## config.mk

```make
export PLATFORM = sky130hd
export DESIGN_NAME = hierarchical_state_machine_engine_core
export DESIGN_NICKNAME = d
export VERILOG_FILES = /design/src/hdl/hsme_pkg.sv /design/src/hdl/hsme_tables.sv /design/src/hdl/hsme_results.sv /design/src/hdl/hsme_ctrl.sv /design/src/hdl/hierarchical_state_machine_engine_core.sv
export SDC_FILE = /design/constraint.sdc
export NUM_CORES = 2
export LEC_CHECK = 0
export BUFFER_PORTS_ARGS = -buffer_cell sky130_fd_sc_hd__buf_2
export CAP_MARGIN = 40
export CORE_MARGIN = 2
export CORE_UTILIZATION = 44
export DETAILED_ROUTE_END_ITERATION = 12
export HOLD_SLACK_MARGIN = 0.05
export PLACE_DENSITY = 0.63
export SKIP_LAST_GASP = 1
export SYNTH_ARGS = -nofsm -noshare
export SYNTH_HDL_FRONTEND = slang
export SYNTH_SLANG_ARGS = --single-unit
```

## constraint.sdc

```tcl
create_clock -name clk -period 6.1 [get_ports clk]
set_input_delay 0.61 -clock clk [delete_from_list [all_inputs] [get_ports clk]]
set_output_delay 0.61 -clock clk [all_outputs]
set_load 0.02 [all_outputs]
```

## src/hdl/hsme_pkg.sv

```systemverilog
// ----------------------------------------------------------------------------
// hsme_pkg
// Shared types, codes and helpers of the hierarchical state machine engine.
// ----------------------------------------------------------------------------
`default_nettype none

package hsme_pkg;

	// sizes
	localparam int STATE_COUNT = 64;
	localparam int STATE_W     = 6;
	localparam int LINK_W      = 7;
	localparam int NEST        = 8;
	localparam int NEST_W      = 4;
	localparam int BUF_DEPTH   = 2 * NEST;
	localparam int BUF_W       = 5;

	typedef logic [STATE_W-1:0] state_t;
	typedef logic [LINK_W-1:0]  link_t;
	typedef logic [1:0]         kind_t;

	// request codes
	localparam logic [1:0] REQ_WRITE = 2'd0;
	localparam logic [1:0] REQ_START = 2'd1;
	localparam logic [1:0] REQ_EVENT = 2'd2;

	// notification codes
	localparam kind_t ACT_EXIT    = 2'd0;
	localparam kind_t ACT_ENTER   = 2'd1;
	localparam kind_t ACT_DEFAULT = 2'd2;
	localparam kind_t ACT_DONE    = 2'd3;

	// configuration register indexes
	localparam logic CFG_INITIAL = 1'b0;
	localparam logic CFG_COUNT   = 1'b1;

	// one table entry
	typedef struct packed {
		link_t par;
		link_t dch;
		logic  flag;
	} ent_t;

	// table memory access from the sequencer
	typedef struct packed {
		logic   rd_en;
		state_t rd_addr;
		logic   wr_en;
		state_t wr_addr;
		ent_t   wr_data;
		logic   hwr_en;
		state_t hwr_addr;
		state_t hwr_data;
		logic   hclr;
	} tbl_req_t;

	// one or two notifications into the result buffer
	typedef struct packed {
		logic   en;
		logic   pair;
		kind_t  kind;
		state_t st;
	} res_push_t;

	// end of the work on one request
	typedef struct packed {
		logic   en;
		state_t leaf;
		logic   matched;
	} res_fin_t;

	function automatic link_t count_in_use(input link_t n);
		if (n == '0) return link_t'(1);
		if (n > link_t'(STATE_COUNT)) return link_t'(STATE_COUNT);
		return n;
	endfunction

	function automatic logic state_ok(input state_t v, input link_t cnt);
		return {1'b0, v} < cnt;
	endfunction

	function automatic logic link_ok(input link_t raw, input link_t cnt);
		return !raw[LINK_W-1] && ({1'b0, raw[STATE_W-1:0]} < cnt);
	endfunction

endpackage

`default_nettype wire

```

## src/hdl/hsme_tables.sv

```systemverilog
// ----------------------------------------------------------------------------
// hsme_tables
// Entry memory (parent, default child, history flag) and history memory,
// both with registered read data; history valid bits clear at once.
// ----------------------------------------------------------------------------
`default_nettype none

module hsme_tables (
	input  wire logic                clk,
	input  wire logic                arst_n,
	input  wire hsme_pkg::tbl_req_t  req,
	output hsme_pkg::ent_t           ent_rd,
	output hsme_pkg::state_t         hist_rd,
	output logic                     hist_vld
);

	hsme_pkg::ent_t   ent_mem [hsme_pkg::STATE_COUNT];
	hsme_pkg::state_t hist_mem [hsme_pkg::STATE_COUNT];
	logic [hsme_pkg::STATE_COUNT-1:0] hvld_q;
	hsme_pkg::ent_t   ent_q;
	hsme_pkg::state_t hist_q;
	logic             hv_q;

	// entry memory
	always_ff @(posedge clk) begin
		if (req.wr_en) begin
			ent_mem[req.wr_addr] <= req.wr_data;
		end
		if (req.rd_en) begin
			ent_q <= ent_mem[req.rd_addr];
		end
	end

	// history memory
	always_ff @(posedge clk) begin
		if (req.hwr_en) begin
			hist_mem[req.hwr_addr] <= req.hwr_data;
		end
		if (req.rd_en) begin
			hist_q <= hist_mem[req.rd_addr];
			hv_q   <= hvld_q[req.rd_addr];
		end
	end

	// history valid bits: none recorded after reset or start
	always_ff @(posedge clk or negedge arst_n) begin
		if (!arst_n) begin
			hvld_q <= '0;
		end else if (req.hclr) begin
			hvld_q <= '0;
		end else if (req.hwr_en) begin
			hvld_q[req.hwr_addr] <= 1'b1;
		end
	end

	assign ent_rd   = ent_q;
	assign hist_rd  = hist_q;
	assign hist_vld = hv_q;

endmodule

`default_nettype wire

```

## src/hdl/hsme_results.sv

```systemverilog
// ----------------------------------------------------------------------------
// hsme_results
// Collects the notifications of one request, then sends them and the
// completion through the output register, one per cycle unless stalled.
// ----------------------------------------------------------------------------
`default_nettype none

module hsme_results (
	input  wire logic                clk,
	input  wire logic                arst_n,
	input  wire hsme_pkg::res_push_t push,
	input  wire hsme_pkg::res_fin_t  fin,
	output logic                     busy,
	output logic                     out_valid,
	input  wire logic                out_ready,
	output hsme_pkg::kind_t          action_kind,
	output hsme_pkg::state_t         action_state,
	output hsme_pkg::state_t         active_leaf,
	output logic                     event_matched,
	output logic                     last_of_run
);

	hsme_pkg::kind_t  bk_q [hsme_pkg::BUF_DEPTH];
	hsme_pkg::state_t bs_q [hsme_pkg::BUF_DEPTH];
	logic [hsme_pkg::BUF_W-1:0] wc_q, rc_q, wc1;
	logic             busy_q, ov_q, load, more;
	hsme_pkg::state_t leaf_q;
	logic             match_q;
	hsme_pkg::kind_t  ok_q;
	hsme_pkg::state_t os_q, ol_q;
	logic             om_q, olast_q;

	assign wc1  = wc_q + hsme_pkg::BUF_W'(1);
	assign load = busy_q && (!ov_q || out_ready);
	assign more = rc_q < wc_q;

	// control
	always_ff @(posedge clk or negedge arst_n) begin
		if (!arst_n) begin
			wc_q   <= '0;
			rc_q   <= '0;
			busy_q <= 1'b0;
			ov_q   <= 1'b0;
		end else begin
			if (push.en) begin
				wc_q <= push.pair ? wc_q + hsme_pkg::BUF_W'(2) : wc1;
			end
			if (fin.en) begin
				busy_q <= 1'b1;
				rc_q   <= '0;
			end
			if (load) begin
				ov_q <= 1'b1;
				if (more) begin
					rc_q <= rc_q + hsme_pkg::BUF_W'(1);
				end else begin
					busy_q <= 1'b0;
					wc_q   <= '0;
				end
			end else if (ov_q && out_ready) begin
				ov_q <= 1'b0;
			end
		end
	end

	// buffer and output payload
	always_ff @(posedge clk) begin
		if (push.en) begin
			bk_q[wc_q[hsme_pkg::BUF_W-2:0]] <= push.kind;
			bs_q[wc_q[hsme_pkg::BUF_W-2:0]] <= push.st;
			if (push.pair) begin
				bk_q[wc1[hsme_pkg::BUF_W-2:0]] <= hsme_pkg::ACT_ENTER;
				bs_q[wc1[hsme_pkg::BUF_W-2:0]] <= push.st;
			end
		end
		if (fin.en) begin
			leaf_q  <= fin.leaf;
			match_q <= fin.matched;
		end
		if (load) begin
			ol_q <= leaf_q;
			om_q <= match_q;
			if (more) begin
				ok_q    <= bk_q[rc_q[hsme_pkg::BUF_W-2:0]];
				os_q    <= bs_q[rc_q[hsme_pkg::BUF_W-2:0]];
				olast_q <= 1'b0;
			end else begin
				ok_q    <= hsme_pkg::ACT_DONE;
				os_q    <= leaf_q;
				olast_q <= 1'b1;
			end
		end
	end

	assign busy          = busy_q;
	assign out_valid     = ov_q;
	assign action_kind   = ok_q;
	assign action_state  = os_q;
	assign active_leaf   = ol_q;
	assign event_matched = om_q;
	assign last_of_run   = olast_q;

`ifndef SYNTHESIS
	a_push_room: assert property (@(posedge clk) disable iff (!arst_n)
		push.en |-> (wc_q < hsme_pkg::BUF_W'(hsme_pkg::BUF_DEPTH - 1)) ||
			(!push.pair && wc_q < hsme_pkg::BUF_W'(hsme_pkg::BUF_DEPTH)))
		else $error("result buffer overflow");
	a_fin_idle: assert property (@(posedge clk) disable iff (!arst_n)
		fin.en |-> !busy_q)
		else $error("request finished while results drain");
	a_push_idle: assert property (@(posedge clk) disable iff (!arst_n)
		push.en |-> !busy_q)
		else $error("notification pushed while results drain");
`endif

endmodule

`default_nettype wire

```

## src/hdl/hsme_ctrl.sv

```systemverilog
// ----------------------------------------------------------------------------
// hsme_ctrl
// Sequencer: table writes, start descent, and the event walk (ancestries,
// exits with history recording, entries and descent to a leaf).
// ----------------------------------------------------------------------------
`default_nettype none

module hsme_ctrl (
	input  wire logic                clk,
	input  wire logic                arst_n,
	input  wire logic                in_valid,
	output logic                     in_ready,
	input  wire logic [1:0]          req_type,
	input  wire logic [5:0]          entry_index,
	input  wire logic [6:0]          parent_of_entry,
	input  wire logic [6:0]          default_child_of_entry,
	input  wire logic                entry_keeps_history,
	input  wire logic                event_handled,
	input  wire logic [2:0]          handler_level,
	input  wire logic [5:0]          dest_state,
	input  wire logic                cfg_valid,
	input  wire logic                cfg_index,
	input  wire logic [6:0]          cfg_data,
	input  wire logic                res_busy,
	input  wire hsme_pkg::ent_t      ent_rd,
	input  wire hsme_pkg::state_t    hist_rd,
	input  wire logic                hist_vld,
	output hsme_pkg::tbl_req_t       req,
	output hsme_pkg::res_push_t      push,
	output hsme_pkg::res_fin_t       fin
);

	typedef enum logic [3:0] {
		S_IDLE, S_START, S_LC, S_LCEND, S_DC, S_EXIT,
		S_SEL, S_XC, S_CMP, S_ENTER, S_DESC
	} st_t;

	typedef logic [hsme_pkg::NEST_W-1:0]   cnt_t;
	typedef logic [hsme_pkg::NEST_W-2:0]   idx_t;

	st_t              state_q, state_d;
	logic             started_q, started_d;
	hsme_pkg::state_t leaf_q, leaf_d, init_q, init_d;
	hsme_pkg::link_t  nst_q, nst_d, cnt;

	hsme_pkg::state_t s_q, s_d, dest_q, dest_d, last_q, last_d;
	logic [2:0]       lvl_q, lvl_d;
	cnt_t             k_q, k_d, n_q, n_d, dn_q, dn_d, xn_q, xn_d, e_q, e_d, ent_q, ent_d;
	idx_t             j_q, j_d;
	hsme_pkg::state_t lc_q [hsme_pkg::NEST];
	hsme_pkg::state_t lc_d [hsme_pkg::NEST];
	hsme_pkg::state_t lcp_q [hsme_pkg::NEST];
	hsme_pkg::state_t lcp_d [hsme_pkg::NEST];
	logic [hsme_pkg::NEST-1:0] pf_q, pf_d;
	hsme_pkg::state_t dc_q [hsme_pkg::NEST];
	hsme_pkg::state_t dc_d [hsme_pkg::NEST];
	hsme_pkg::state_t xc_q [hsme_pkg::NEST];
	hsme_pkg::state_t xc_d [hsme_pkg::NEST];

	logic             indc, found;
	idx_t             pm, first;
	cnt_t             mx, pcmp, km1;
	hsme_pkg::state_t cur, nxt;
	logic             hv, nv;

	assign cnt      = hsme_pkg::count_in_use(nst_q);
	assign in_ready = (state_q == S_IDLE) && !res_busy;
	assign cur      = lc_q[e_q[hsme_pkg::NEST_W-2:0]];
	assign km1      = k_q - cnt_t'(1);

	// is the exit candidate an ancestor of the destination
	always_comb begin
		indc = 1'b0;
		for (int j = 0; j < hsme_pkg::NEST; j++) begin
			if (cnt_t'(j) < dn_q && dc_q[j] == cur) indc = 1'b1;
		end
	end

	// topmost place of the last exited state in the destination ancestry
	always_comb begin
		pm    = '0;
		found = 1'b0;
		for (int j = 0; j < hsme_pkg::NEST; j++) begin
			if (cnt_t'(j) < dn_q && dc_q[j] == last_q) begin
				pm    = idx_t'(j);
				found = 1'b1;
			end
		end
	end

	// common top part of the two ancestries
	always_comb begin
		logic [hsme_pkg::NEST_W-1:0] xi, di;
		mx    = ((dn_q < xn_q) ? dn_q : xn_q) - cnt_t'(1);
		first = mx[hsme_pkg::NEST_W-2:0];
		for (int i = hsme_pkg::NEST - 1; i >= 0; i--) begin
			xi = xn_q - cnt_t'(1) - cnt_t'(i);
			di = dn_q - cnt_t'(1) - cnt_t'(i);
			if (cnt_t'(i) <= mx &&
				xc_q[xi[hsme_pkg::NEST_W-2:0]] != dc_q[di[hsme_pkg::NEST_W-2:0]]) begin
				first = idx_t'(i);
			end
		end
		pcmp = dn_q - cnt_t'(1) - {1'b0, first};
	end

	// next child on descent: history first, then default child
	assign hv  = hist_vld && hsme_pkg::state_ok(hist_rd, cnt);
	assign nxt = hv ? hist_rd : ent_rd.dch[hsme_pkg::STATE_W-1:0];
	assign nv  = hv || hsme_pkg::link_ok(ent_rd.dch, cnt);

	// sequencer next state
	always_comb begin
		state_d   = state_q;
		started_d = started_q;
		leaf_d    = leaf_q;
		init_d    = init_q;
		nst_d     = nst_q;
		s_d = s_q; dest_d = dest_q; last_d = last_q; lvl_d = lvl_q;
		k_d = k_q; n_d = n_q; dn_d = dn_q; xn_d = xn_q; e_d = e_q;
		ent_d = ent_q; j_d = j_q;
		lc_d = lc_q; lcp_d = lcp_q; pf_d = pf_q; dc_d = dc_q; xc_d = xc_q;
		req  = '0;
		push = '0;
		fin  = '0;

		// configuration writes
		if (cfg_valid) begin
			case (cfg_index)
				hsme_pkg::CFG_INITIAL: init_d = cfg_data[hsme_pkg::STATE_W-1:0];
				hsme_pkg::CFG_COUNT:   nst_d  = cfg_data;
				default: ;
			endcase
		end

		case (state_q)
			S_IDLE: begin
				if (in_valid && in_ready) begin
					lvl_d  = handler_level;
					dest_d = dest_state;
					fin.leaf    = leaf_q;
					fin.matched = 1'b0;
					case (req_type)
						hsme_pkg::REQ_WRITE: begin
							req.wr_en        = hsme_pkg::state_ok(entry_index, cnt);
							req.wr_addr      = entry_index;
							req.wr_data.par  = parent_of_entry;
							req.wr_data.dch  = default_child_of_entry;
							req.wr_data.flag = entry_keeps_history;
							fin.en = 1'b1;
						end
						hsme_pkg::REQ_START: begin
							req.hclr = 1'b1;
							if (hsme_pkg::state_ok(init_q, cnt)) begin
								req.rd_en   = 1'b1;
								req.rd_addr = init_q;
								s_d     = init_q;
								k_d     = '0;
								state_d = S_START;
							end else begin
								fin.en = 1'b1;
							end
						end
						hsme_pkg::REQ_EVENT: begin
							if (event_handled && started_q &&
								hsme_pkg::state_ok(dest_state, cnt) &&
								hsme_pkg::state_ok(leaf_q, cnt)) begin
								req.rd_en   = 1'b1;
								req.rd_addr = leaf_q;
								s_d     = leaf_q;
								k_d     = '0;
								state_d = S_LC;
							end else begin
								fin.en = 1'b1;
							end
						end
						default: fin.en = 1'b1;
					endcase
				end
			end

			// default-entry and entry down the default chain
			S_START: begin
				push.en   = 1'b1;
				push.pair = 1'b1;
				push.kind = hsme_pkg::ACT_DEFAULT;
				push.st   = s_q;
				leaf_d    = s_q;
				if (hsme_pkg::link_ok(ent_rd.dch, cnt) &&
					k_q < cnt_t'(hsme_pkg::NEST - 1)) begin
					req.rd_en   = 1'b1;
					req.rd_addr = ent_rd.dch[hsme_pkg::STATE_W-1:0];
					s_d = ent_rd.dch[hsme_pkg::STATE_W-1:0];
					k_d = k_q + cnt_t'(1);
				end else begin
					started_d   = 1'b1;
					fin.en      = 1'b1;
					fin.leaf    = s_q;
					fin.matched = 1'b0;
					state_d     = S_IDLE;
				end
			end

			// leaf ancestry, with parent flags; one extra read past the top
			S_LC: begin
				if (k_q != '0) pf_d[km1[hsme_pkg::NEST_W-2:0]] = ent_rd.flag;
				if (k_q[hsme_pkg::NEST_W-1]) begin
					n_d     = cnt_t'(hsme_pkg::NEST);
					state_d = S_LCEND;
				end else begin
					lc_d[k_q[hsme_pkg::NEST_W-2:0]]  = s_q;
					lcp_d[k_q[hsme_pkg::NEST_W-2:0]] = ent_rd.par[hsme_pkg::STATE_W-1:0];
					if (hsme_pkg::link_ok(ent_rd.par, cnt)) begin
						req.rd_en   = 1'b1;
						req.rd_addr = ent_rd.par[hsme_pkg::STATE_W-1:0];
						s_d = ent_rd.par[hsme_pkg::STATE_W-1:0];
						k_d = k_q + cnt_t'(1);
					end else begin
						pf_d[k_q[hsme_pkg::NEST_W-2:0]] = 1'b0;
						n_d     = k_q + cnt_t'(1);
						state_d = S_LCEND;
					end
				end
			end

			// handler beyond the ancestry: no transition; else read the destination
			S_LCEND: begin
				if ({1'b0, lvl_q} >= n_q) begin
					fin.en      = 1'b1;
					fin.leaf    = leaf_q;
					fin.matched = 1'b0;
					state_d     = S_IDLE;
				end else begin
					req.rd_en   = 1'b1;
					req.rd_addr = dest_q;
					s_d     = dest_q;
					k_d     = '0;
					state_d = S_DC;
				end
			end

			// destination ancestry
			S_DC: begin
				dc_d[k_q[hsme_pkg::NEST_W-2:0]] = s_q;
				if (hsme_pkg::link_ok(ent_rd.par, cnt) &&
					k_q < cnt_t'(hsme_pkg::NEST - 1)) begin
					req.rd_en   = 1'b1;
					req.rd_addr = ent_rd.par[hsme_pkg::STATE_W-1:0];
					s_d = ent_rd.par[hsme_pkg::STATE_W-1:0];
					k_d = k_q + cnt_t'(1);
				end else begin
					dn_d    = k_q + cnt_t'(1);
					e_d     = '0;
					ent_d   = '0;
					state_d = S_EXIT;
				end
			end

			// exits from the leaf upward, recording shallow history
			S_EXIT: begin
				if (e_q <= {1'b0, lvl_q} || !indc || cur == dest_q) begin
					push.en   = 1'b1;
					push.kind = hsme_pkg::ACT_EXIT;
					push.st   = cur;
					last_d    = cur;
					req.hwr_en   = pf_q[e_q[hsme_pkg::NEST_W-2:0]];
					req.hwr_addr = lcp_q[e_q[hsme_pkg::NEST_W-2:0]];
					req.hwr_data = cur;
				end
				if ((e_q <= {1'b0, lvl_q} || !indc) && e_q + cnt_t'(1) < n_q) begin
					e_d = e_q + cnt_t'(1);
				end else begin
					state_d = S_SEL;
				end
			end

			// first state to enter
			S_SEL: begin
				if (found) begin
					j_d     = pm;
					state_d = S_ENTER;
				end else begin
					req.rd_en   = 1'b1;
					req.rd_addr = last_q;
					s_d     = last_q;
					k_d     = '0;
					state_d = S_XC;
				end
			end

			// ancestry of the last exited state
			S_XC: begin
				xc_d[k_q[hsme_pkg::NEST_W-2:0]] = s_q;
				if (hsme_pkg::link_ok(ent_rd.par, cnt) &&
					k_q < cnt_t'(hsme_pkg::NEST - 1)) begin
					req.rd_en   = 1'b1;
					req.rd_addr = ent_rd.par[hsme_pkg::STATE_W-1:0];
					s_d = ent_rd.par[hsme_pkg::STATE_W-1:0];
					k_d = k_q + cnt_t'(1);
				end else begin
					xn_d    = k_q + cnt_t'(1);
					state_d = S_CMP;
				end
			end

			S_CMP: begin
				j_d     = pcmp[hsme_pkg::NEST_W-2:0];
				state_d = S_ENTER;
			end

			// entries down to the destination
			S_ENTER: begin
				push.en   = 1'b1;
				push.kind = hsme_pkg::ACT_ENTER;
				push.st   = dc_q[j_q];
				ent_d     = ent_q + cnt_t'(1);
				if (j_q == '0) begin
					req.rd_en   = 1'b1;
					req.rd_addr = dest_q;
					s_d     = dest_q;
					state_d = S_DESC;
				end else begin
					j_d = j_q - idx_t'(1);
				end
			end

			// descent through history or default children
			S_DESC: begin
				if (ent_q < cnt_t'(hsme_pkg::NEST) && nv) begin
					push.en     = 1'b1;
					push.kind   = hsme_pkg::ACT_ENTER;
					push.st     = nxt;
					ent_d       = ent_q + cnt_t'(1);
					s_d         = nxt;
					req.rd_en   = 1'b1;
					req.rd_addr = nxt;
				end else begin
					leaf_d      = s_q;
					fin.en      = 1'b1;
					fin.leaf    = s_q;
					fin.matched = 1'b1;
					state_d     = S_IDLE;
				end
			end

			default: state_d = S_IDLE;
		endcase
	end

	// control state
	always_ff @(posedge clk or negedge arst_n) begin
		if (!arst_n) begin
			state_q   <= S_IDLE;
			started_q <= 1'b0;
			leaf_q    <= '0;
			init_q    <= '0;
			nst_q     <= hsme_pkg::link_t'(hsme_pkg::STATE_COUNT);
		end else begin
			state_q   <= state_d;
			started_q <= started_d;
			leaf_q    <= leaf_d;
			init_q    <= init_d;
			nst_q     <= nst_d;
		end
	end

	// walk datapath
	always_ff @(posedge clk) begin
		s_q <= s_d; dest_q <= dest_d; last_q <= last_d; lvl_q <= lvl_d;
		k_q <= k_d; n_q <= n_d; dn_q <= dn_d; xn_q <= xn_d; e_q <= e_d;
		ent_q <= ent_d; j_q <= j_d;
		lc_q <= lc_d; lcp_q <= lcp_d; pf_q <= pf_d; dc_q <= dc_d; xc_q <= xc_d;
	end

endmodule

`default_nettype wire

```

## src/hdl/hierarchical_state_machine_engine_core.sv

```systemverilog
// ----------------------------------------------------------------------------
// hierarchical_state_machine_engine_core
// Hierarchical state machine engine with shallow history.
// ----------------------------------------------------------------------------
// Usage:
//   Input requests (valid/ready) are table writes, start, or event dispatch.
//   Each request yields its exit/enter/default-entry notifications and then
//   one completion (last_of_run high), all carrying the final active leaf and
//   the matched flag, on the output channel (valid/ready).
//   Configuration (cfg_valid/cfg_ready, cfg_index, cfg_data) is always ready;
//   the user is to write it between requests; the block does not enforce this.
//   The entry memory has a registered read, and each walk step waits for one
//   read. An event may add an ancestry walk of the last exited state. Results
//   leave at one per cycle while the receiver is ready, 1 to 17 of them.
//   A new request is accepted once the previous results are handed to the
//   output register; the completion may still wait there.
//   Reset clears the history valid bits, the active leaf and the started flag
//   and sets initial state 0, count 64; tables stay undefined until written.
//   A stalled receiver holds the output register and the drain.
// ----------------------------------------------------------------------------
`default_nettype none

module hierarchical_state_machine_engine_core (
	input  wire logic        clk,
	input  wire logic        arst_n,
	input  wire logic        in_valid,
	output logic             in_ready,
	input  wire logic [1:0]  req_type,
	input  wire logic [5:0]  entry_index,
	input  wire logic signed [6:0] parent_of_entry,
	input  wire logic signed [6:0] default_child_of_entry,
	input  wire logic        entry_keeps_history,
	input  wire logic        event_handled,
	input  wire logic [2:0]  handler_level,
	input  wire logic [5:0]  dest_state,
	output logic             out_valid,
	input  wire logic        out_ready,
	output logic [1:0]       action_kind,
	output logic [5:0]       action_state,
	output logic [5:0]       active_leaf,
	output logic             event_matched,
	output logic             last_of_run,
	input  wire logic        cfg_valid,
	output logic             cfg_ready,
	input  wire logic        cfg_index,
	input  wire logic [6:0]  cfg_data
);

	hsme_pkg::tbl_req_t  req;
	hsme_pkg::res_push_t push;
	hsme_pkg::res_fin_t  fin;
	hsme_pkg::ent_t      ent_rd;
	hsme_pkg::state_t    hist_rd;
	logic                hist_vld;
	logic                res_busy;

	assign cfg_ready = 1'b1;

	hsme_ctrl u_ctrl (
		.clk                    (clk),
		.arst_n                 (arst_n),
		.in_valid               (in_valid),
		.in_ready               (in_ready),
		.req_type               (req_type),
		.entry_index            (entry_index),
		.parent_of_entry        (parent_of_entry),
		.default_child_of_entry (default_child_of_entry),
		.entry_keeps_history    (entry_keeps_history),
		.event_handled          (event_handled),
		.handler_level          (handler_level),
		.dest_state             (dest_state),
		.cfg_valid              (cfg_valid),
		.cfg_index              (cfg_index),
		.cfg_data               (cfg_data),
		.res_busy               (res_busy),
		.ent_rd                 (ent_rd),
		.hist_rd                (hist_rd),
		.hist_vld               (hist_vld),
		.req                    (req),
		.push                   (push),
		.fin                    (fin)
	);

	hsme_tables u_tables (
		.clk      (clk),
		.arst_n   (arst_n),
		.req      (req),
		.ent_rd   (ent_rd),
		.hist_rd  (hist_rd),
		.hist_vld (hist_vld)
	);

	hsme_results u_results (
		.clk           (clk),
		.arst_n        (arst_n),
		.push          (push),
		.fin           (fin),
		.busy          (res_busy),
		.out_valid     (out_valid),
		.out_ready     (out_ready),
		.action_kind   (action_kind),
		.action_state  (action_state),
		.active_leaf   (active_leaf),
		.event_matched (event_matched),
		.last_of_run   (last_of_run)
	);

endmodule

`default_nettype wire
```

==> flow_summary.yaml <==
status:
  status: "complete, no violations"
clocking:
  cts-root-buf: "clkbuf_16"
  tritoncts: "done"
  cts_setup_buffers: 0
  clkSlewWorstSetupHoldPaths_ns: 0.07
  clk_path_buf_depth: 3
  htree_levels: 4
  clkLatencyLatePin_ns: 0.84
  cts_buffers: 185
  cts.sinks: 1865
worst_setup_path:
  arrival_ns: 6.46
  cp-end-kind: "register"
  cp.required_ns: 6.69
  crit_top_cell: "mux2i_1"
  setup.worst_path.class: "reg -> reg"
  cp_cell_sequence: "inv_1, nand2_1, ha_1, nor3b_1, o31ai_1, a31oi_1, o22a_4, and3_4, buf_12, buf_4, mux2i_1, mux2i_1, o21ai_0, o211ai_1, o211a_1"
  crit_family: "compound AO/OA/AOI/OAI gates"
  cp_slowest_stage_delay_ns: 0.69
  cp-start-kind: "register"
  crit_buf_inv: 3
  crit_path_max_fanout: 48
  cp_slowest_cell: "and3_4"
power_and_ir_drop:
  pwr-share-comb_pct: 42.1
  totalPowerFinal_uw: 47480
  sequentialPowerShare_pct: 34.2
  swShare_pct: 39.86
  internal_power_uw: 28560
  power_leakage_uw: 0.03370
  switchingPower_uw: 18920
  power.density_nw_per_um2: 503.0
  irDropWorstVdd_v: 0.0005448
  clkPwrFrac_pct: 23.7
floorplanning:
  dieWidth_um: 439.9
  start_util_pct: 44.42
  die_h_um: 439.9
  io_pins: 65
  die_area_um2: 193500
  rows: 159
  fp.coreArea_um2: 188200
yosys:
  ys_async_sr_fraction_pct: 5.362
  yosysWarnings: 0
  synth_area_per_cell_um2: 13.72
  yosys.area.top_type_share_pct: 62.25
  yosys_most_used_dff: "edfxtp_1"
  synth_edf_count: 1733
  ys_ff_latch: 1865
  seq_area_frac_synth_pct: 66.01
  syn_nets: 6212
  syn_inst: 6091
  syn_area_um2: 83590
  synth.area.top_cells: "edfxtp_1 (62%), mux4_2 (4.7%), nand2_1 (4.5%), mux2i_1 (4.1%), dfrtp_1 (3.0%)"
  synth_cell_types: 107
  synth_top_cell_by_area: "edfxtp_1"
cells_and_area:
  layout_common_cells: "edfxtp_1 (1733), nand2_1 (1000), mux2i_1 (336)"
  fillers: 15960
  fin_nets: 6412
  drive_gt1_share_pct: 15.45
  instances_no_fill: 8946
  area_growth_pct: 12.92
  final_common_cell: "edfxtp_1"
global_routing:
  grt_pass1_vias: 53050
  grt_overflow: 0
  grt_max_degree: 125
  grt_antenna_before_repair: 13
  grt.total_usage_pct: 25.75
  grt_pass1_wl_um: 366900
sta:
  setup_viol_count_final: 0
  hold_viol: 0
  clock-skew-final_ns: 0.04062
  worstMarginPinSlew_ns: 0.9762
  fin_crit_ns: 5.875
  slew_headroom_pct: 34.68
  timing.fmax_mhz: 170.2
  final.setup.tns_ns: 0
  rsz0062_at_grt: "false"
  setup_ws_ns: 0.2254
  finalMaxSlewViolations: 0
  fin_crit_sh_pct: 96.30
flow_run:
  cap_violations: 0
detailed_routing:
  wirelength_um: 252600
  num_vias: 55000
  vias_per_cell: 6.148
  ant_nets: 0
  wl_per_cell_um: 28.23
  drtPass1Iterations: 7
  drc: 0
  drt_first_iter_violations: 7222
place:
  place.gp.congestion: 0.9159
  place_ws_ns: 0.3280
  dp.cells: 8589
  hpwlAfterDp_um: 163200
  io_buffer_count: 63
worst_hold_path:
  min_path_type: "in -> reg"
registers in the layout, indices dropped and copies added (netlist names), 7 cells and up:
register and flops:
u_ctrl.dc_q 48, u_results.bs_q 96, u_ctrl.pf_q 8, u_tables.hvld_q 64
u_results.bk_q 32, u_tables.ent_mem 960, u_ctrl.xc_q 48, u_tables.hist_mem 384
u_ctrl.nst_q 7, u_ctrl.lc_q 48, u_tables.ent_rd 15, u_ctrl.lcp_q 48
path summary, 6_finish.rpt:
path / slack, ns / cells after the start / start / to
min in group asynchronous: 0.37 / 2 / arst_n / u_results.rc_q[2]
min reg2reg: 0.43 / 0 / u_results.match_q / u_results.event_matched
max reg2reg: 0.23 / 15 / u_ctrl.nst_q[6] / u_tables.ent_rd[7]
min: 0.1 / 1 / dest_state[3] / u_ctrl.dest_q[3]
max: 0.23 / 15 / u_ctrl.nst_q[6] / u_tables.ent_rd[7]
max in group asynchronous: 4.63 / 4 / arst_n / u_tables.hvld_q[15]
worst reg2reg max path, cell delays in order, from the launching register on:
cell,delay (ns)
dfstp_2,0.37
inv_1,0.26
nand2_1,0.30
ha_1,0.39
nor3b_1,0.52
o31ai_1,0.16
a31oi_1,0.42
o22a_4,0.48
and3_4,0.70
buf_12,0.35
buf_4,0.34
mux2i_1,0.22
mux2i_1,0.10
o21ai_0,0.38
o211ai_1,0.31
o211a_1,0.30
cells in the mapped netlist, types with 22 or more instances:
library cell / n
nor3_1: 26
o21ai_0: 82
xnor2_1: 103
buf_2: 168
nor2_1: 250
mux4_2: 174
a311oi_1: 120
o21a_1: 61
edfxtp_1: 1733
buf_6: 27
and3_1: 43
o22ai_1: 26
buf_4: 24
o211ai_1: 35
a211o_1: 22
clkbuf_1: 158
xor2_1: 72
mux2_2: 40
a31oi_1: 244
nand2_1: 1001
ha_1: 74
inv_1: 198
a211oi_1: 104
nand4_1: 44
dfrtp_1: 99
nand3_1: 308
dfxtp_1: 32
a21oi_1: 83
mux2i_1: 341
buf_1: 30
logic make-up (layout without fill, tap and decap cells):
family | count (synthesis) | count (layout) | share of synthesized area [%]
other cells | 1 | 5 | 0.004486
flops | 1865 | 1865 | 66.01
fa+ha+maj | 75 | 75 | 1.132
simple gates | 1804 | 1804 | 9.457
buf+inv | 606 | 962 | 3.323
compound gates | 1009 | 1009 | 8.910
xor+xnor | 175 | 175 | 1.834
mux | 556 | 556 | 9.326
power by group through the flow:
stage	clock network (uW)	logic, uW	registers, uW
after floorplan	0	13000	16100
after global placement	0	19300	16500
after detailed placement	0	19700	16500
after CTS	11400	19800	16200
after global routing	11800	21200	16300
final	11300	20000	16200
layout make-up:
| cell class | count | area [um2] | share of cell area [%] |
|---|---|---|---|
| diodes | 4 | 10.01 | 0.01060 |
| clock buffers | 253 | 5027 | 5.326 |
| clock inverters | 90 | 879.6 | 0.9318 |
| inverters | 199 | 747.0 | 0.7913 |
| multi-input cells | 3620 | 25820 | 27.36 |
| flip-flops and latches | 1865 | 55190 | 58.46 |
| well taps | 2495 | 3122 | 3.307 |
| repair buffers | 420 | 3601 | 3.815 |
what timing repair did:
item / CTS / global route
hold buffers: 9 / 0
hold endpoints to repair: 46 / 0
resized for setup: 0 / 1
endpoints found under the setup margin: 0 / 1
metal layers:
layer / up-vias / global-route usage, % / share of wire [%]
met5: - / 0 / 0.0051
li1: 23710 / - / -
met1: 27910 / 35.27 / 40
met2: 2881 / 40.76 / 47
met4: 2 / 10.24 / 4.1
met3: 499 / 4.688 / 9.4
per-stage QoR:
| stage | hold WS, ns | util (%) | area, um2 |
|---|---|---|---|
| 2_1_floorplan | 0.3144 | - | 83590 |
| 3_3_place_gp | 0.4152 | 46.86 | 88190 |
| 3_5_place_dp | 0.4143 | 46.96 | 88380 |
| 4_1_cts | 0.05041 | 50.15 | 94370 |
| 5_1_grt | 0.06747 | 50.16 | 94390 |
| 6_report | 0.09834 | 50.16 | 94390 |
No activity file was read; power rests on OpenSTA's default activity.
